$ cat src/hdl/dgsp_adj_mem.sv
`timescale 1ns / 1ps
// Adjacency weight memory with its own clearing sweep.
// Depends on nothing but its parameters; instanced by the top level.

module dgsp_adj_mem #(
  parameter int VW = 4,
  parameter int WB = 16
) (
  input  logic            clk_i,
  input  logic            rst_ni,
  input  logic            clr_start_i,
  output logic            busy_o,
  input  logic            we_i,
  input  logic [2*VW-1:0] waddr_i,
  input  logic [WB-1:0]   wdata_i,
  input  logic            re_i,
  input  logic [2*VW-1:0] raddr_i,
  output logic [WB-1:0]   rdata_o
);

  localparam int AW    = 2 * VW;
  localparam int DEPTH = 1 << AW;

  logic [WB-1:0] mem [DEPTH];
  logic [WB-1:0] rdata_q;
  logic          busy_q, busy_d;
  logic [AW-1:0] clr_addr_q, clr_addr_d;

  // Sweep control: reset and clear requests zero every row and column
  always_comb begin
    busy_d     = busy_q;
    clr_addr_d = clr_addr_q;
    if (clr_start_i) begin
      busy_d     = 1'b1;
      clr_addr_d = '0;
    end else if (busy_q) begin
      clr_addr_d = clr_addr_q + AW'(1);
      busy_d     = ~(&clr_addr_q);
    end
  end

  always_ff @(posedge clk_i or negedge rst_ni) begin
    if (!rst_ni) begin
      busy_q     <= 1'b1;
      clr_addr_q <= '0;
    end else begin
      busy_q     <= busy_d;
      clr_addr_q <= clr_addr_d;
    end
  end

  // One write port (sweep wins), one registered read port
  always_ff @(posedge clk_i) begin
    if (busy_q) begin
      mem[clr_addr_q] <= '0;
    end else if (we_i) begin
      mem[waddr_i] <= wdata_i;
    end
    if (re_i) begin
      rdata_q <= mem[raddr_i];
    end
  end

  assign busy_o  = busy_q;
  assign rdata_o = rdata_q;

endmodule

$ cat config.mk
export PLATFORM = sky130hd
export DESIGN_NAME = dgsp_adj_mem
export DESIGN_NICKNAME = d
export VERILOG_FILES = /design/src/hdl/dgsp_adj_mem.sv
export SDC_FILE = /design/constraint.sdc
export NUM_CORES = 2
export LEC_CHECK = 0
export BUFFER_PORTS_ARGS = -buffer_cell sky130_fd_sc_hd__buf_2
export CORE_MARGIN = 5
export CORE_UTILIZATION = 35
export DETAILED_ROUTE_END_ITERATION = 7
export GPL_TIMING_DRIVEN = 0
export SLEW_MARGIN = 30
export SYNTH_ARGS = -nofsm -noshare
export SYNTH_HDL_FRONTEND = slang
export SYNTH_SLANG_ARGS = --single-unit
$ cat constraint.sdc
create_clock -name clk_i -period 6.1 [get_ports clk_i]
set_input_delay 0.305 -clock clk_i [delete_from_list [all_inputs] [get_ports clk_i]]
set_output_delay 0.305 -clock clk_i [all_outputs]
set_load 0.01 [all_outputs]
==> out/qor.json <==
{
  "die": {
    "design.core.area_um2": 457000,
    "std_cell_rows": 248,
    "overall_die_area_um2": 472000,
    "design.portCount": 54,
    "die_height_um": 687,
    "start_util": 0.351,
    "chipWidth_um": 687
  },
  "placement": {
    "hpwl_um": 373000,
    "gp_routability_congestion": 0.980,
    "numPortBuffers": 49
  },
  "power": {
    "cell_internal_pwr_w": 0.0467,
    "seq_power_share": 0.515,
    "power_density_nw_per_um2": 314,
    "sw_frac_of_total": 0.218,
    "net_switching_component_of_the_power_w": 0.0130,
    "power_share_of_the_combinational_group": 0.049,
    "leakage_power_of_the_design_nw": 64.2,
    "vdd_ir_drop_max_mv": 0.238,
    "share_clk_of_total_power": 0.436
  },
  "clock_network": {
    "clkTransAtPathRegs_ps": 70,
    "clk_path_buf_depth": 4,
    "tritoncts": "built",
    "clk-insertion-delay-late_ps": 1020,
    "cts_sinks": 4121,
    "clock_tree.htree_level_count": 5,
    "cts_buffers": 420,
    "cts.root.buffer_cell": "clkbuf_16"
  },
  "synthesis": {
    "synthFlopType": "edfxtp_1",
    "postSynthRegisterBits": 4121,
    "ys_types": 68,
    "synthesis.nets": 7511,
    "fraction_of_registers_with_async_set_or_reset_after_synthesis": 0.00218,
    "synth_simple_gate_area_frac": 0.0214,
    "synth_compound_area_frac": 0.0343,
    "number_of_enable_type_register_cells_in_the_synthesized_netlist": 4112,
    "synthAdderAreaFrac": 0.0000779,
    "synthXorXnorAreaFrac": 0.000273,
    "ys.warnings.count": 0,
    "muxShareOfSynthArea": 0.153,
    "dominant_combinational_cell_family_by_area_after_synthesis": "multiplexers",
    "synthCells": 7473,
    "seq_area_frac_synth": 0.771,
    "syn_area_per_cell_um2": 21.5,
    "mappedNetlistArea_um2": 161000
  },
  "layout": {
    "multi_input_comb_area_um2": 35600,
    "layout.filler_cells": 39263,
    "synthToLayoutAreaGrowth_pct": 18.3,
    "utilization": 0.416,
    "layout-drive-gt1-share": 0.291,
    "final-seq-area_um2": 124000,
    "fin_nets": 8217
  },
  "timing": {
    "slew_headroom": 0.156,
    "timing.final.max_slew_violations": 0,
    "rsz_0062_raised_after_global_routing": "false",
    "fin_crit_sh": 0.829,
    "final-hold-violation-count": 0,
    "maxClockFrequency_mhz": 198,
    "fin_skew_ps": 62.0,
    "finalWorstPathRequiredPeriod_ps": 5050,
    "setup_total_negative_slack_ps": 0,
    "finalSetupViolCount": 0,
    "worst_slew_pin_slew_ps": 1260
  },
  "routing": {
    "post_route_wl_um": 535000,
    "drt_iter0_markers": 14006,
    "detail_route.first_pass.iterations": 8,
    "drcViolationCount": 1,
    "routedWlPerCell_um": 36.4,
    "detail_route.vias_per_cell": 5.91,
    "route.vias.total": 86897,
    "detail-route-antenna-nets": 0
  },
  "global_routing": {
    "antenna_found_initial": 59,
    "first_global_vias": 84085,
    "grt_use_total": 0.221,
    "globalRouteOverflowTotal": 0,
    "grt_pass1_wl_um": 718000,
    "pin_count_of_the_biggest_net_entering_global_routing": 83
  },
  "setup_path": {
    "worst_setup_path_class": "register to register",
    "critical_path_peak_fanout": 11,
    "timing.critical_path.from_type": "register",
    "endpoint_kind": "register",
    "critical-path-top-cell-by-count": "clkbuf_1",
    "critical-path-top-delay-family": "buffers and inverters",
    "worstPathArrival_ps": 5740,
    "timing.critical_path.slowest_cell_delay_ps": 830,
    "cp_data_required_time_ps": 6790,
    "worst-path-buf-inv": 5,
    "crit_chain": "clkbuf_1 > nor2b_1 > clkbuf_1 > clkbuf_1 > o21ai_1 > nand3_1 > clkbuf_2 > nor2_4 > buf_16",
    "critical-path-slowest-cell": "clkbuf_2"
  },
  "hold_path": {
    "worstHoldPathType": "input pin to register"
  },
  "run_status": {
    "outcome": "finished, violations left",
    "failed_checks": "design-rule violations"
  },
  "job": {
    "max_capacitance_violation_count": 0
  }
}
## final timing paths
check	slack [ps]	depth (start not counted)	end	start
setup reg to reg	1050	9	mem[113][1]	busy_o
hold reg to reg	700	2	clr_addr_q[5]	clr_addr_q[5]
hold / removal	270	3	mem[40][12]	wdata_i[12]
min in group asynchronous	350	3	clr_addr_q[0]	rst_ni
setup / recovery	1050	9	mem[113][1]	busy_o
max in group asynchronous	5420	3	busy_o	rst_ni
## Yosys cell counts (33+ instances only)
cell         n  share of area
mux4_2     836           0.12
o221ai_1    96         0.0052
mux2_2     126         0.0088
a211oi_1    33         0.0015
buf_6       42         0.0029
o22ai_1    142         0.0055
mux2i_1    364          0.023
buf_2       99         0.0031
edfxtp_1  4112           0.77
o21ai_0    106         0.0033
a221oi_1    94         0.0051
nor3_1     127         0.0040
nor2_1     333         0.0078
nand2_1    124         0.0029
a21oi_1    146         0.0046
buf_4       48         0.0022
buf_12      46         0.0057
a22oi_1     68         0.0032
clkbuf_1   167         0.0039
## worst min-delay path: cells and delay by family
kind	cells	cell delay [ps]
buffers and inverters	2	650
AND/OR/NAND/NOR	1	180
## what timing repair did
action	4_1_cts	5_1_grt
hold endpoints to repair	550	0
setup buffers	0	0
gates resized for setup	0	0
hold buffers	20	0
## through the flow
step	worst slack, ps	total power, W	std cells	hold slack [ps]	cell area [um^2]
6_report	1050	0.0597	14695	269	190000
5_1_grt	1170	0.0611	14668	247	190000
3_5_place_dp	511	0.0342	13858	175	176000
4_1_cts	1320	0.0598	14654	188	190000
2_1_floorplan	599	0.0328	7473	9.41	161000
3_3_place_gp	-5530	0.0341	13647	167	168000
## layer usage
layer  wire (um)  part of all wire  global-route usage
met4       36300             0.068               0.123
met3       68500              0.13              0.0686
met1      193000              0.36               0.287
met2      237000              0.44               0.330
met5         448           0.00084                   0
## cells by family (layout without fill, tap and decap cells)
kind of cell | Yosys count | in the layout
multiplexers | 1352 | 1352
flip-flops | 4121 | 4121
XOR/XNOR | 5 | 5
buffers and inverters | 456 | 1516
AND/OR/NAND/NOR | 745 | 745
AO/OA/AOI/OAI | 793 | 793
other | 0 | 37
adder cells (fa/ha/maj) | 1 | 1
## area by class of cell
class | count | area share
sequential | 4121 | 0.651
buffer | 452 | 0.0180
clock inverter | 270 | 0.0149
antenna | 37 | 0.000487
tap | 6125 | 0.0403
inverter | 4 | 0.0000790
multi-input combinational | 2896 | 0.187
timing repair buffer | 284 | 0.0300
clock buffer | 506 | 0.0577
## cells in the final DEF (no fill, tap or decap), types with 21 or more instances in the layout
| cell | count |
|---|---|
| nor2_2 | 25 |
| buf_4 | 49 |
| nor3_1 | 118 |
| nor2_4 | 237 |
| o221ai_1 | 96 |
| o22ai_1 | 134 |
| a22oi_1 | 68 |
| mux2i_1 | 355 |
| a21oi_1 | 146 |
| clkbuf_1 | 179 |
| nor2_1 | 72 |
| clkinv_2 | 82 |
| a221oi_1 | 94 |
| mux2_2 | 126 |
| mux4_1 | 22 |
| bufinv_16 | 53 |
| o21ai_0 | 99 |
| a22o_1 | 27 |
| nand2_1 | 124 |
| clkinv_1 | 101 |
| diode_2 | 37 |
| buf_16 | 160 |
| buf_2 | 160 |
| clkbuf_16 | 426 |
| mux4_2 | 836 |
| nor4_1 | 21 |
| buf_6 | 63 |
| nand4_1 | 21 |
| nand3_1 | 30 |
| buf_12 | 75 |
| edfxtp_1 | 4112 |
| a211oi_1 | 31 |
| clkbuf_2 | 57 |
## registers in the layout, indices dropped and copies added (netlist names)
register    count
mem          4096
rdata_o        16
clr_addr_q      8
busy_o          1
## power by group through the flow
stage                     clock network [W]  registers, W  logic (W)
after floorplan                           0        0.0313    0.00147
after global placement                    0        0.0313    0.00273
after detailed placement                  0        0.0313    0.00281
after CTS                            0.0262        0.0307    0.00283
after global routing                 0.0274        0.0307    0.00293
final                                0.0261        0.0307    0.00292
Power figures use the tool's default switching activity.
