===== src/hdl/dgsp_pkg.sv =====
`timescale 1ns / 1ps
// Shared types and constants for the dense graph shortest path core.
// Used by every module under hdl/ but dgsp_adj_mem; depends on nothing else.

package dgsp_pkg;

  // Fixed widths of the port fields
  localparam int DIST_BITS       = 20;
  localparam int PORT_VERT_BITS  = 4;
  localparam int PORT_WEIGHT_BITS = 16;
  localparam int ACTIVE_BITS     = 5;
  localparam int MAX_RESULTS     = 16;
  localparam int RES_CNT_BITS    = 5;

  localparam logic [DIST_BITS-1:0]   DIST_INF      = '1;
  localparam logic [ACTIVE_BITS-1:0] ACTIVE_RESET  = 5'd16;

  // Request codes on req_type
  typedef enum logic [1:0] {
    REQ_SET   = 2'd0,
    REQ_CLEAR = 2'd1,
    REQ_QUERY = 2'd2
  } req_type_e;

  // Sequencer states
  typedef enum logic [3:0] {
    ST_CLEAR,
    ST_IDLE,
    ST_WR_AB,
    ST_WR_BA,
    ST_INIT,
    ST_RELAX,
    ST_DRAIN,
    ST_FIN_RD,
    ST_FIN_CHK,
    ST_TR_PUSH,
    ST_TR_WAIT,
    ST_EM_RD,
    ST_EM_OUT,
    ST_MISS
  } seq_state_e;

  // Result of one relax step of the shared unit
  typedef struct packed {
    logic                 upd;
    logic                 take;
    logic [DIST_BITS-1:0] dval;
  } relax_t;

  // One result word handed from the sequencer to the output register
  typedef struct packed {
    logic                      valid;
    logic [PORT_VERT_BITS-1:0] vertex;
    logic [DIST_BITS-1:0]      total;
    logic                      reach;
    logic                      last;
  } emit_t;

endpackage


===== src/hdl/dgsp_relax_unit.sv =====
`timescale 1ns / 1ps
// Shared saturating add / compare unit: one edge relaxation and the
// running minimum pick per use. Depends on dgsp_pkg.

module dgsp_relax_unit #(
  parameter int WB = 16
) (
  input  logic [dgsp_pkg::DIST_BITS-1:0] du_i,
  input  logic [WB-1:0]                  w_i,
  input  logic [dgsp_pkg::DIST_BITS-1:0] dv_i,
  input  logic                           vis_i,
  input  logic [dgsp_pkg::DIST_BITS-1:0] best_i,
  output dgsp_pkg::relax_t               res_o
);

  localparam int DB = dgsp_pkg::DIST_BITS;

  logic [DB:0]   sum;
  logic [DB-1:0] sat;
  logic          upd;
  logic [DB-1:0] nd;

  // Saturating candidate distance through u
  assign sum = {1'b0, du_i} + (DB + 1)'(w_i);
  assign sat = sum[DB] ? dgsp_pkg::DIST_INF : sum[DB-1:0];

  assign upd = ~vis_i && (w_i != '0) && (du_i != dgsp_pkg::DIST_INF) && (sat < dv_i);
  assign nd  = upd ? sat : dv_i;

  // Minimum pick for the next round; later index wins a tie
  assign res_o.upd  = upd;
  assign res_o.dval = nd;
  assign res_o.take = ~vis_i && (nd <= best_i);

endmodule


===== src/hdl/dgsp_seq.sv =====
`timescale 1ns / 1ps
// Sequencer of the shortest path core: request decode, Dijkstra rounds,
// path trace and result emission. Depends on dgsp_pkg and dgsp_relax_unit.

module dgsp_seq #(
  parameter int NUM_VERTICES = 16,
  parameter int WB           = 16
) (
  input  logic                                    clk_i,
  input  logic                                    rst_ni,
  input  logic [dgsp_pkg::ACTIVE_BITS-1:0]        active_i,
  input  logic                                    in_valid_i,
  output logic                                    in_stall_o,
  input  logic [1:0]                              req_type_i,
  input  logic [dgsp_pkg::PORT_VERT_BITS-1:0]     vertex_a_i,
  input  logic [dgsp_pkg::PORT_VERT_BITS-1:0]     vertex_b_i,
  input  logic [dgsp_pkg::PORT_WEIGHT_BITS-1:0]   weight_i,
  // adjacency memory
  input  logic                                    adj_busy_i,
  output logic                                    adj_clr_o,
  output logic                                    adj_we_o,
  output logic [2*$clog2(NUM_VERTICES)-1:0]       adj_waddr_o,
  output logic [WB-1:0]                           adj_wdata_o,
  output logic                                    adj_re_o,
  output logic [2*$clog2(NUM_VERTICES)-1:0]       adj_raddr_o,
  input  logic [WB-1:0]                           adj_rdata_i,
  // result words
  output dgsp_pkg::emit_t                         emit_o,
  input  logic                                    emit_take_i
);

  localparam int VW = $clog2(NUM_VERTICES);
  localparam int CW = $clog2(NUM_VERTICES + 1);
  localparam int DB = dgsp_pkg::DIST_BITS;
  localparam int KW = dgsp_pkg::RES_CNT_BITS;

  dgsp_pkg::seq_state_e state_q, state_d;

  logic [VW-1:0] src_q, src_d, dst_q, dst_d;
  logic [VW-1:0] a_q, a_d, b_q, b_d;
  logic [WB-1:0] w_q, w_d;
  logic [CW-1:0] nv_q, nv_d;
  logic [VW-1:0] nvm1_q, nvm1_d;
  logic [VW-1:0] v_q, v_d, r_q, r_d;
  logic          p1_q, p1_d;
  logic [VW-1:0] p1_v_q, p1_v_d;
  logic [VW-1:0] u_q, u_d, cand_q, cand_d;
  logic [DB-1:0] du_q, du_d, best_q, best_d, total_q, total_d;
  logic [NUM_VERTICES-1:0] visited_q, visited_d;
  logic [VW-1:0] x_q, x_d;
  logic [CW-1:0] n_q, n_d;
  logic [KW-1:0] cnt_q, cnt_d, k_q, k_d;

  // Per-vertex stores
  logic [DB-1:0] dist_mem  [NUM_VERTICES];
  logic [VW-1:0] pred_mem  [NUM_VERTICES];
  logic [VW-1:0] stack_mem [NUM_VERTICES];
  logic [DB-1:0] dist_rd_q;
  logic [VW-1:0] pred_rd_q, stack_rd_q;

  logic          dist_we, dist_re, pred_we, pred_re, stack_we, stack_re;
  logic [VW-1:0] dist_waddr, dist_raddr, pred_waddr, stack_waddr, stack_raddr;
  logic [DB-1:0] dist_wdata;
  logic [VW-1:0] pred_wdata;

  logic          in_acc, set_ok, q_ok, v_last, tr_done, em_last, rounds_done;
  logic [CW-1:0] nv_new, n_inc;
  logic [DB-1:0] best_nx;
  logic [VW-1:0] cand_nx;
  dgsp_pkg::relax_t rx;

  // Effective vertex count from the register
  always_comb begin
    if (active_i == '0) begin
      nv_new = CW'(1);
    end else if (32'(active_i) > NUM_VERTICES) begin
      nv_new = CW'(NUM_VERTICES);
    end else begin
      nv_new = CW'(active_i);
    end
  end

  assign in_acc      = in_valid_i && (state_q == dgsp_pkg::ST_IDLE);
  assign in_stall_o  = (state_q != dgsp_pkg::ST_IDLE);
  assign set_ok      = (32'(vertex_a_i) < NUM_VERTICES) && (32'(vertex_b_i) < NUM_VERTICES);
  assign q_ok        = (32'(vertex_a_i) < 32'(nv_new)) && (32'(vertex_b_i) < 32'(nv_new));
  assign v_last      = (v_q == nvm1_q);
  assign rounds_done = ((r_q + VW'(1)) == nvm1_q);
  assign n_inc       = n_q + CW'(1);
  assign tr_done     = (x_q == src_q) || (n_inc == nv_q);
  assign em_last     = ((k_q + KW'(1)) == cnt_q);

  // Shared relax / minimum unit, fed from stage one of the round pipeline
  dgsp_relax_unit #(
    .WB (WB)
  ) u_relax (
    .du_i   (du_q),
    .w_i    (adj_rdata_i),
    .dv_i   (dist_rd_q),
    .vis_i  (visited_q[p1_v_q]),
    .best_i (best_q),
    .res_o  (rx)
  );

  assign best_nx = (p1_q && rx.take) ? rx.dval : best_q;
  assign cand_nx = (p1_q && rx.take) ? p1_v_q : cand_q;

  // Next state
  always_comb begin
    state_d = state_q;
    unique case (state_q)
      dgsp_pkg::ST_CLEAR: begin
        if (!adj_busy_i) state_d = dgsp_pkg::ST_IDLE;
      end
      dgsp_pkg::ST_IDLE: begin
        if (in_valid_i) begin
          unique case (req_type_i)
            dgsp_pkg::REQ_SET:   state_d = set_ok ? dgsp_pkg::ST_WR_AB : dgsp_pkg::ST_IDLE;
            dgsp_pkg::REQ_CLEAR: state_d = dgsp_pkg::ST_CLEAR;
            dgsp_pkg::REQ_QUERY: state_d = q_ok ? dgsp_pkg::ST_INIT : dgsp_pkg::ST_MISS;
            default:             state_d = dgsp_pkg::ST_IDLE;
          endcase
        end
      end
      dgsp_pkg::ST_WR_AB: state_d = dgsp_pkg::ST_WR_BA;
      dgsp_pkg::ST_WR_BA: state_d = dgsp_pkg::ST_IDLE;
      dgsp_pkg::ST_INIT: begin
        if (v_last) begin
          state_d = (nvm1_q == '0) ? dgsp_pkg::ST_FIN_RD : dgsp_pkg::ST_RELAX;
        end
      end
      dgsp_pkg::ST_RELAX: begin
        if (v_last) state_d = dgsp_pkg::ST_DRAIN;
      end
      dgsp_pkg::ST_DRAIN: begin
        state_d = rounds_done ? dgsp_pkg::ST_FIN_RD : dgsp_pkg::ST_RELAX;
      end
      dgsp_pkg::ST_FIN_RD: state_d = dgsp_pkg::ST_FIN_CHK;
      dgsp_pkg::ST_FIN_CHK: begin
        state_d = (dist_rd_q == dgsp_pkg::DIST_INF) ? dgsp_pkg::ST_MISS
                                                    : dgsp_pkg::ST_TR_PUSH;
      end
      dgsp_pkg::ST_TR_PUSH: state_d = tr_done ? dgsp_pkg::ST_EM_RD : dgsp_pkg::ST_TR_WAIT;
      dgsp_pkg::ST_TR_WAIT: state_d = dgsp_pkg::ST_TR_PUSH;
      dgsp_pkg::ST_EM_RD:   state_d = dgsp_pkg::ST_EM_OUT;
      dgsp_pkg::ST_EM_OUT: begin
        if (emit_take_i) state_d = em_last ? dgsp_pkg::ST_IDLE : dgsp_pkg::ST_EM_RD;
      end
      dgsp_pkg::ST_MISS: begin
        if (emit_take_i) state_d = dgsp_pkg::ST_IDLE;
      end
      default: state_d = dgsp_pkg::ST_IDLE;
    endcase
  end

  // Memory controls and result word
  always_comb begin
    adj_clr_o   = 1'b0;
    adj_we_o    = 1'b0;
    adj_waddr_o = {a_q, b_q};
    adj_wdata_o = w_q;
    adj_re_o    = 1'b0;
    adj_raddr_o = {u_q, v_q};
    dist_we     = 1'b0;
    dist_waddr  = v_q;
    dist_wdata  = (v_q == src_q) ? '0 : dgsp_pkg::DIST_INF;
    dist_re     = 1'b0;
    dist_raddr  = v_q;
    pred_we     = 1'b0;
    pred_waddr  = v_q;
    pred_wdata  = src_q;
    pred_re     = 1'b0;
    stack_we    = 1'b0;
    stack_waddr = VW'(n_q);
    stack_re    = 1'b0;
    stack_raddr = VW'(32'(n_q) - 32'(k_q) - 32'd1);
    emit_o      = '0;
    unique case (state_q)
      dgsp_pkg::ST_IDLE: begin
        adj_clr_o = in_acc && (req_type_i == dgsp_pkg::REQ_CLEAR);
      end
      dgsp_pkg::ST_WR_AB: adj_we_o = 1'b1;
      dgsp_pkg::ST_WR_BA: begin
        adj_we_o    = 1'b1;
        adj_waddr_o = {b_q, a_q};
      end
      dgsp_pkg::ST_INIT: begin
        dist_we = 1'b1;
        pred_we = 1'b1;
      end
      dgsp_pkg::ST_RELAX: begin
        adj_re_o = 1'b1;
        dist_re  = 1'b1;
      end
      dgsp_pkg::ST_FIN_RD: begin
        dist_re    = 1'b1;
        dist_raddr = dst_q;
      end
      dgsp_pkg::ST_TR_PUSH: begin
        stack_we = 1'b1;
        pred_re  = ~tr_done;
      end
      dgsp_pkg::ST_EM_RD: stack_re = 1'b1;
      dgsp_pkg::ST_EM_OUT: begin
        emit_o.valid  = 1'b1;
        emit_o.vertex = dgsp_pkg::PORT_VERT_BITS'(stack_rd_q);
        emit_o.total  = total_q;
        emit_o.reach  = 1'b1;
        emit_o.last   = em_last;
      end
      dgsp_pkg::ST_MISS: begin
        emit_o.valid = 1'b1;
        emit_o.total = dgsp_pkg::DIST_INF;
        emit_o.last  = 1'b1;
      end
      default: ;
    endcase
    // stage one write-back of a relaxed distance
    if (p1_q && rx.upd) begin
      dist_we    = 1'b1;
      dist_waddr = p1_v_q;
      dist_wdata = rx.dval;
      pred_we    = 1'b1;
      pred_waddr = p1_v_q;
      pred_wdata = u_q;
    end
  end

  // Datapath next values
  always_comb begin
    src_d     = src_q;
    dst_d     = dst_q;
    a_d       = a_q;
    b_d       = b_q;
    w_d       = w_q;
    nv_d      = nv_q;
    nvm1_d    = nvm1_q;
    v_d       = v_q;
    r_d       = r_q;
    p1_d      = (state_q == dgsp_pkg::ST_RELAX);
    p1_v_d    = v_q;
    u_d       = u_q;
    du_d      = du_q;
    best_d    = best_nx;
    cand_d    = cand_nx;
    visited_d = visited_q;
    total_d   = total_q;
    x_d       = x_q;
    n_d       = n_q;
    cnt_d     = cnt_q;
    k_d       = k_q;
    unique case (state_q)
      dgsp_pkg::ST_IDLE: begin
        if (in_acc) begin
          a_d       = VW'(vertex_a_i);
          b_d       = VW'(vertex_b_i);
          src_d     = VW'(vertex_a_i);
          dst_d     = VW'(vertex_b_i);
          w_d       = WB'(weight_i);
          nv_d      = nv_new;
          nvm1_d    = VW'(nv_new - CW'(1));
          v_d       = '0;
          visited_d = '0;
        end
      end
      dgsp_pkg::ST_INIT: begin
        v_d = v_q + VW'(1);
        if (v_last) begin
          v_d            = '0;
          r_d            = '0;
          u_d            = src_q;
          du_d           = '0;
          best_d         = dgsp_pkg::DIST_INF;
          cand_d         = '0;
          visited_d[src_q] = 1'b1;
        end
      end
      dgsp_pkg::ST_RELAX: begin
        v_d = v_last ? '0 : (v_q + VW'(1));
      end
      dgsp_pkg::ST_DRAIN: begin
        u_d              = cand_nx;
        du_d             = best_nx;
        best_d           = dgsp_pkg::DIST_INF;
        cand_d           = '0;
        r_d              = r_q + VW'(1);
        visited_d[cand_nx] = 1'b1;
      end
      dgsp_pkg::ST_FIN_CHK: begin
        total_d = dist_rd_q;
        x_d     = dst_q;
        n_d     = '0;
      end
      dgsp_pkg::ST_TR_PUSH: begin
        n_d = n_inc;
        k_d = '0;
        if (32'(n_inc) > dgsp_pkg::MAX_RESULTS) begin
          cnt_d = KW'(dgsp_pkg::MAX_RESULTS);
        end else begin
          cnt_d = KW'(n_inc);
        end
      end
      dgsp_pkg::ST_TR_WAIT: x_d = pred_rd_q;
      dgsp_pkg::ST_EM_OUT: begin
        if (emit_take_i) k_d = k_q + KW'(1);
      end
      default: ;
    endcase
  end

  // Control registers
  always_ff @(posedge clk_i or negedge rst_ni) begin
    if (!rst_ni) begin
      state_q   <= dgsp_pkg::ST_CLEAR;
      p1_q      <= 1'b0;
      visited_q <= '0;
    end else begin
      state_q   <= state_d;
      p1_q      <= p1_d;
      visited_q <= visited_d;
    end
  end

  // Payload registers
  always_ff @(posedge clk_i) begin
    src_q   <= src_d;
    dst_q   <= dst_d;
    a_q     <= a_d;
    b_q     <= b_d;
    w_q     <= w_d;
    nv_q    <= nv_d;
    nvm1_q  <= nvm1_d;
    v_q     <= v_d;
    r_q     <= r_d;
    p1_v_q  <= p1_v_d;
    u_q     <= u_d;
    du_q    <= du_d;
    best_q  <= best_d;
    cand_q  <= cand_d;
    total_q <= total_d;
    x_q     <= x_d;
    n_q     <= n_d;
    cnt_q   <= cnt_d;
    k_q     <= k_d;
  end

  // Distance, predecessor and path stack stores
  always_ff @(posedge clk_i) begin
    if (dist_we) dist_mem[dist_waddr] <= dist_wdata;
    if (dist_re) dist_rd_q <= dist_mem[dist_raddr];
    if (pred_we) pred_mem[pred_waddr] <= pred_wdata;
    if (pred_re) pred_rd_q <= pred_mem[x_q];
    if (stack_we) stack_mem[stack_waddr] <= x_q;
    if (stack_re) stack_rd_q <= stack_mem[stack_raddr];
  end

  // The vertex being relaxed from is always marked visited
  a_u_visited: assert property (@(posedge clk_i) disable iff (!rst_ni)
    (state_q == dgsp_pkg::ST_RELAX || state_q == dgsp_pkg::ST_DRAIN) |-> visited_q[u_q])
    else $error("relax source not visited");

  // Stage one only runs inside a round
  a_p1_in_round: assert property (@(posedge clk_i) disable iff (!rst_ni)
    p1_q |-> (state_q == dgsp_pkg::ST_RELAX || state_q == dgsp_pkg::ST_DRAIN))
    else $error("relax stage active outside a round");

  // A pending result word holds until the output register takes it
  a_emit_hold: assert property (@(posedge clk_i) disable iff (!rst_ni)
    (emit_o.valid && !emit_take_i) |=> (emit_o.valid && $stable(emit_o.vertex)
                                        && $stable(emit_o.last)))
    else $error("result word changed before taken");

endmodule


===== config.mk =====
export PLATFORM = sky130hd
export DESIGN_NAME = dgsp_seq
export DESIGN_NICKNAME = d
export VERILOG_FILES = /design/src/hdl/dgsp_pkg.sv /design/src/hdl/dgsp_relax_unit.sv /design/src/hdl/dgsp_seq.sv
export SDC_FILE = /design/constraint.sdc
export NUM_CORES = 1
export LEC_CHECK = 0
export ABC_AREA = 1
export BUFFER_PORTS_ARGS = -buffer_cell sky130_fd_sc_hd__buf_4
export CAP_MARGIN = 10
export CORE_UTILIZATION = 55
export DETAILED_ROUTE_END_ITERATION = 8
export MAX_ROUTING_LAYER = met4
export PLACE_DENSITY = 0.72
export SLEW_MARGIN = 15
export SYNTH_ARGS = -nofsm -noshare
export SYNTH_HDL_FRONTEND = slang
export SYNTH_SLANG_ARGS = --single-unit

===== constraint.sdc =====
create_clock -name clk_i -period 8.3 [get_ports clk_i]
set_input_delay 0.415 -clock clk_i [delete_from_list [all_inputs] [get_ports clk_i]]
set_output_delay 0.415 -clock clk_i [all_outputs]
set_load 0.02 [all_outputs]

==> results_dict.tcl, run 1 <==
set metrics [dict create \
    worst_slack_ns 0.986 \
    die_h_um 229 \
    cts_buffer_depth 3 \
    power-per-cell-area_nw_per_um2 363 \
    setup_viol 0 \
    drv_slew 0 \
    grt_start_max_net_pins 117 \
    area_growth_syn_to_layout_pct 14.2 \
    worstSkewPairLatency_ns 0.61 \
    min_from "active_i[4]" \
    drc 0 \
    finalHoldViolCount 0 \
    grt_pass1_wl_um 116000 \
    post-dp-hpwl_um 47700 \
    final_cell_mix "edfxtp_1 (580), nor2_1 (417), nand2_1 (280)" \
    portBuffers 114 \
    path_class "register to register" \
    fp-row-count 82 \
    drt_wl_total_um 76200 \
    p_switching_w 0.00458 \
    num-nets-final 2798 \
    numCtsBuffers 66 \
    syn_area_um2 28300 \
    period_minus_slack_ns 7.31 \
    setup_tns_ns 0 \
    die_w_um 229 \
    drt-pass1-iter-count 6 \
    worst_hold_path.endpoint "nv_q[4]" \
    async_flop_share_pct 3.34 \
    synth-edff-count 580 \
    syn-num-nets 2672 \
    drive_gt1_share_pct 11.0 \
    rsz0062_at_grt "false" \
    antenna_left 0 \
    synth_cells 2546 \
    grt_pass1_vias 19500 \
    synth_area_per_cell_um2 11.1 \
    rr_worst_depth 34 \
    synth-seq-area-share_pct 65.5 \
    r2r_end "du_q[6]" \
    cts.clk_slew.worst_paths_ns 0.06 \
    worst-path-max-fanout 32 \
    required_ns 8.63 \
    grtUsageTotal_pct 30.0 \
    p_seq_share_pct 38.7 \
    clock-sinks 629 \
    dp_slack_ns 0.965 \
    cts_max_level 3 \
    crit_slowest_cell "nand2_1" \
    r2r-start "du_q[0]" \
    synth_ff_type "edfxtp_1" \
    worst-slew-pin-transition_ns 1.23 \
    io_pins 115 \
    via_count 20300 \
    p_comb_share_pct 36.8 \
    worst_setup_path_start_kind "register" \
    cts_tree "built" \
    power_leakage_nw 12.0 \
    drv_cap 0 \
    cts_setup_buffers 0 \
    slowest_delay_ns 0.51 \
    p_sw_share_pct 39.1 \
    post-route-period-util_pct 88.1 \
    hold_class "input pin to register" \
    grt.overflow.total 0 \
    r2r_setup_slack_ns 0.99 \
    cts-root-buf "clkbuf_16" \
    status "completed" \
    antenna_found_initial 0 \
    holdPathStages 1 \
    dr.first_iter.drc_count 2350 \
    power_frac_clock_pct 24.5 \
    viasPerCell 5.99 \
    ys_ff_latch 629 \
    die-area_um2 52300 \
    fin_worst_skew_ns 0.0302 \
    ir_worst_vdd_mv 0.275 \
    max_freq_mhz 137 \
    yosys_warnings 0 \
    gp_congestion 0.957 \
    start_util_pct 56.0 \
    end_kind "register" \
    wl_per_cell_um 22.4 \
    layout_commonest_cell "edfxtp_1" \
    max_slew_margin_pct 18.0 \
    internal-power_w 0.00714 \
    yosysUniqueCellTypes 51 \
    cp_data_arrival_time_ns 7.65 \
    diodes 0 \
    coreArea_um2 50500 \
]
==> worst max-delay path, delay by kind of cell (launching register included) <==
| family | cells | cell delay [ns] |
|---|---|---|
| DFF | 1 | 0.44 |
| and+or+nand+nor | 21 | 3.39 |
| adders and majority gates | 4 | 1.35 |
| buffers and inverters | 3 | 0.84 |
| AOI/OAI and AO/OA | 6 | 0.97 |
==> registers in the layout, summed over array words and instances, names as in the netlist, 5 cells and up <==
signal	flops
dist_mem	320
k_q	5
stack_mem	64
du_q	20
dist_rd_q	20
pred_mem	64
n_q	5
total_q	20
best_q	20
cnt_q	5
adj_wdata_o	16
visited_q	16
nv_q	5
==> layer usage <==
metal	vias to the layer above	wire [µm]	track usage (%)
li1	9321	-	-
met1	9898	32900	41.4
met2	964	34700	45.3
met3	162	6420	5.34
met4	0	2160	9.77
met5	-	0	-
==> through the flow <==
step	utilization, %	hold slack [ns]	instances	total power (W)	area (µm²)
after detailed placement	59.3	0.333	3251	0.00881	29900
final	63.9	0.0379	3397	0.0117	32300
after global routing	63.9	0.00681	3397	0.0123	32300
after floorplan	-	0.119	2546	0.00728	28300
after CTS	63.9	0.00700	3397	0.0117	32300
after global placement	59.3	0.325	3251	0.00872	29900
==> layout make-up <==
class	instances	area, µm²
well taps	672	841
multi-input cells	1589	8640
clock buffers	81	1780
flip-flops and latches	629	18500
inverters	204	768
fillers	3940	18200
clock inverters	40	315
repair buffers	182	1430
==> logic make-up after synthesis <==
group                      count (synthesis)  share of synthesized area, %
AOI/OAI and AO/OA                        557                          11.6
xor gates and xnor gates                  42                          1.30
adders and majority gates                 74                          3.33
buffers and inverters                    328                          4.51
DFF                                      629                          65.5
muxes                                     20                         0.726
and+or+nand+nor                          896                          13.1
==> power by group through the flow <==
stage | Clock [W] | Combinational, W | Sequential, W
after global placement | 0 | 0.00414 | 0.00459
after global routing | 0.00301 | 0.00475 | 0.00456
after CTS | 0.00290 | 0.00425 | 0.00453
after detailed placement | 0 | 0.00422 | 0.00459
after floorplan | 0 | 0.00280 | 0.00448
final | 0.00287 | 0.00431 | 0.00454
==> timing repair <==
action                                 4_1_cts  5_1_grt
gates resized for setup                      0        0
hold buffers                                25        0
endpoints found under the hold margin       45        0
==> how the worst max path moves through the flow <==
| stage | start | slack (ns) | cells past startpoint | to |
|---|---|---|---|---|
| final | du_q[0] | 0.99 | 34 | du_q[6] |
| after global routing | du_q[0] | 0.32 | 32 | du_q[5] |
| after CTS | du_q[0] | 1.08 | 34 | du_q[8] |
| after detailed placement | adj_rdata_i[0] | 0.96 | 35 | du_q[8] |
| after global placement | adj_rdata_i[0] | 1.23 | 36 | du_q[8] |
| after floorplan | adj_rdata_i[0] | 2.85 | 39 | du_q[18] |
==> Yosys cell counts, drive strengths merged (3+ instances only) <==
master | count | area, µm²
nor2 | 437 | 1650
nor4 | 10 | 62.6
dfrtp | 21 | 526
ha | 72 | 901
xnor2 | 19 | 166
o21ai | 303 | 1530
and2 | 16 | 100
clkbuf | 94 | 353
o221ai | 64 | 561
a21oi | 92 | 460
nor3 | 8 | 40.0
a31oi | 14 | 87.6
mux2i | 16 | 160
o41ai | 3 | 26.3
nand3 | 110 | 556
o22ai | 16 | 100
o32ai | 16 | 140
o211ai | 35 | 263
xor2 | 23 | 201
nand3b | 4 | 30.0
mux2 | 4 | 45.0
a21o | 3 | 22.5
nand4 | 21 | 131
inv | 202 | 758
nand2 | 283 | 1070
nand2b | 4 | 25.0
dfxtp | 28 | 561
buf | 30 | 158
edfxtp | 580 | 17400
No activity file was read; power rests on OpenSTA's default activity.
==> run 2: changes to the inputs <==
- CORE_ASPECT_RATIO: not set -> 0.7
- CTS_CLUSTER_SIZE: not set -> 20
==> results_dict.tcl, run 2 (same netlist as run 1, synthesis figures left out) <==
set metrics [dict create \
    power_leakage_nw 12.0 \
    cp-endpoint "du_q[10]" \
    cts_buffer_depth 3 \
    grt_start_max_net_pins 112 \
    cp-startpoint "du_q[0]" \
    rsz0062_at_grt "false" \
    die-area_um2 52300 \
    critPathMostFrequentCell "nand2_1" \
    diodes 0 \
    dr.first_iter.drc_count 2884 \
    finalHoldViolCount 0 \
    io_pins 115 \
    multi_input_area_um2 8600 \
    worst_setup_path_start_kind "register" \
    post-route-period-util_pct 88.0 \
    num-nets-final 2808 \
    max_freq_mhz 137 \
    fp-row-count 69 \
    largest_register "dist_mem" \
    layout_commonest_cell "edfxtp_1" \
    rr_worst_depth 30 \
    grt_pass1_wl_um 115000 \
    r2r_end "du_q[10]" \
    top_regs "dist_mem: 320 flops, pred_mem: 64 flops, stack_mem: 64 flops" \
    status "completed" \
    worst-slew-pin-transition_ns 1.21 \
    worstSkewPairLatency_ns 0.68 \
    path_class "register to register" \
    area_growth_syn_to_layout_pct 13.9 \
    via_count 20500 \
    wl_per_cell_um 22.6 \
    grtUsageTotal_pct 30.5 \
    grt_pass1_vias 18900 \
    cts_setup_buffers 0 \
    start_util_pct 55.7 \
    drv_cap 0 \
    antenna_left 0 \
    drive_gt1_share_pct 11.0 \
    ir_worst_vdd_mv 0.250 \
    setup_viol 0 \
    required_ns 8.64 \
    grt.overflow.total 0 \
    die_h_um 192 \
    coreArea_um2 50800 \
    slowest_delay_ns 0.49 \
    cts-root-buf "clkbuf_16" \
    max_slew_margin_pct 19.4 \
    final_cell_mix "edfxtp_1 (580), nor2_1 (417), nand2_1 (279)" \
    hold_class "input pin to register" \
    nFillCells 3896 \
    drv_slew 0 \
    fin_total_pwr_w 0.0116 \
    drc 0 \
    die_w_um 273 \
    drt_wl_total_um 77000 \
    viasPerCell 6.01 \
    worst-path-max-fanout 32 \
    end_kind "register" \
    power-per-cell-area_nw_per_um2 360 \
    r2r_setup_slack_ns 1.0 \
    gp_congestion 0.992 \
    cts_max_level 2 \
    clock-sinks 629 \
    design_area_um2 32200 \
    cts.clk_slew.worst_paths_ns 0.07 \
    numCtsBuffers 58 \
    portBuffers 114 \
    post-dp-hpwl_um 48800 \
    cts_tree "built" \
    antenna_found_initial 0 \
    fin_worst_skew_ns 0.0713 \
    r2r-start "du_q[0]" \
    setup_tns_ns 0 \
    place_area_um2 30000 \
    crit_slowest_cell "nand2_2" \
    whs_ns 0.120 \
    largest_reg_flops 320 \
    cp_data_arrival_time_ns 7.64 \
    period_minus_slack_ns 7.30 \
    drt-pass1-iter-count 5 \
    seqCellArea_um2 18500 \
]
[run 2: cell count changes in the layout (fill, tap and decap cells not counted), sizes merged]
cell / previous run / this run
clkinv: 33 / 25
clkbuf: 81 / 74
clkinvlp: 3 / 1
inv: 205 / 203
dlygate4sd3: 25 / 27
bufinv: 3 / 6
buf: 157 / 173
[run 2: worst min path at each step]
stage / start / end / slack [ns] / depth (start not counted)
3_5_place_dp: rst_ni / visited_q[13] / 0.33 / 1
6_report: req_type_i[0] / state_q[0] / 0.12 / 4
3_3_place_gp: rst_ni / visited_q[13] / 0.33 / 1
2_1_floorplan: rst_ni / p1_q / 0.12 / 0
4_1_cts: adj_busy_i / state_q[1] / 0.09 / 4
5_1_grt: active_i[1] / nv_q[1] / 0.12 / 3
[run 2: repair_timing]
| action | in CTS | in global routing |
|---|---|---|
| gates resized for setup | 0 | 1 |
| endpoints found under the setup margin | 0 | 2 |
| hold buffers | 27 | 0 |
| hold endpoints to repair | 47 | 0 |
[run 2: worst max-delay path: cells and delay by family (launching register included)]
family | cells | cell delay (ns)
AND/OR/NAND/NOR | 17 | 3.32
AO/OA/AOI/OAI | 7 | 1.37
adder cells (fa/ha/maj) | 4 | 1.34
buffers and inverters | 2 | 0.54
flip-flops | 1 | 0.44
[run 2: power breakdown]
group	switching (W)	internal, W
Combinational	0.00314	0.00128
Clock	0.00119	0.00148
Sequential	0.000274	0.00424
Total	0.00460	0.00699
[run 2: layout make-up]
type / instances / area share [%]
Inverter: 204 / 2.39
Clock inverter: 31 / 1.15
Timing Repair Buffer: 200 / 5.00
Tap cell: 674 / 2.62
Multi-Input combinational cell: 1589 / 26.7
Sequential cell: 629 / 57.5
Clock buffer: 74 / 4.69
[run 2: routing by layer]
metal  up-vias  part of all wire, %  GRT usage, %
li1       9330                    -             -
met2      1092                   42          41.5
met3       108                   11          5.85
met5         -                    0             -
met4         0                  1.8          6.57
met1      9924                   45          47.0
[run 2: stage by stage]
stage / setup WS (ns) / cells / utilization (%)
5_1_grt: 0.252 / 3401 / 63.4
6_report: 0.999 / 3401 / 63.4
4_1_cts: 0.884 / 3399 / 63.3
2_1_floorplan: 2.85 / 2546 / -
3_3_place_gp: 1.14 / 3267 / 59.1
3_5_place_dp: 0.844 / 3267 / 59.1
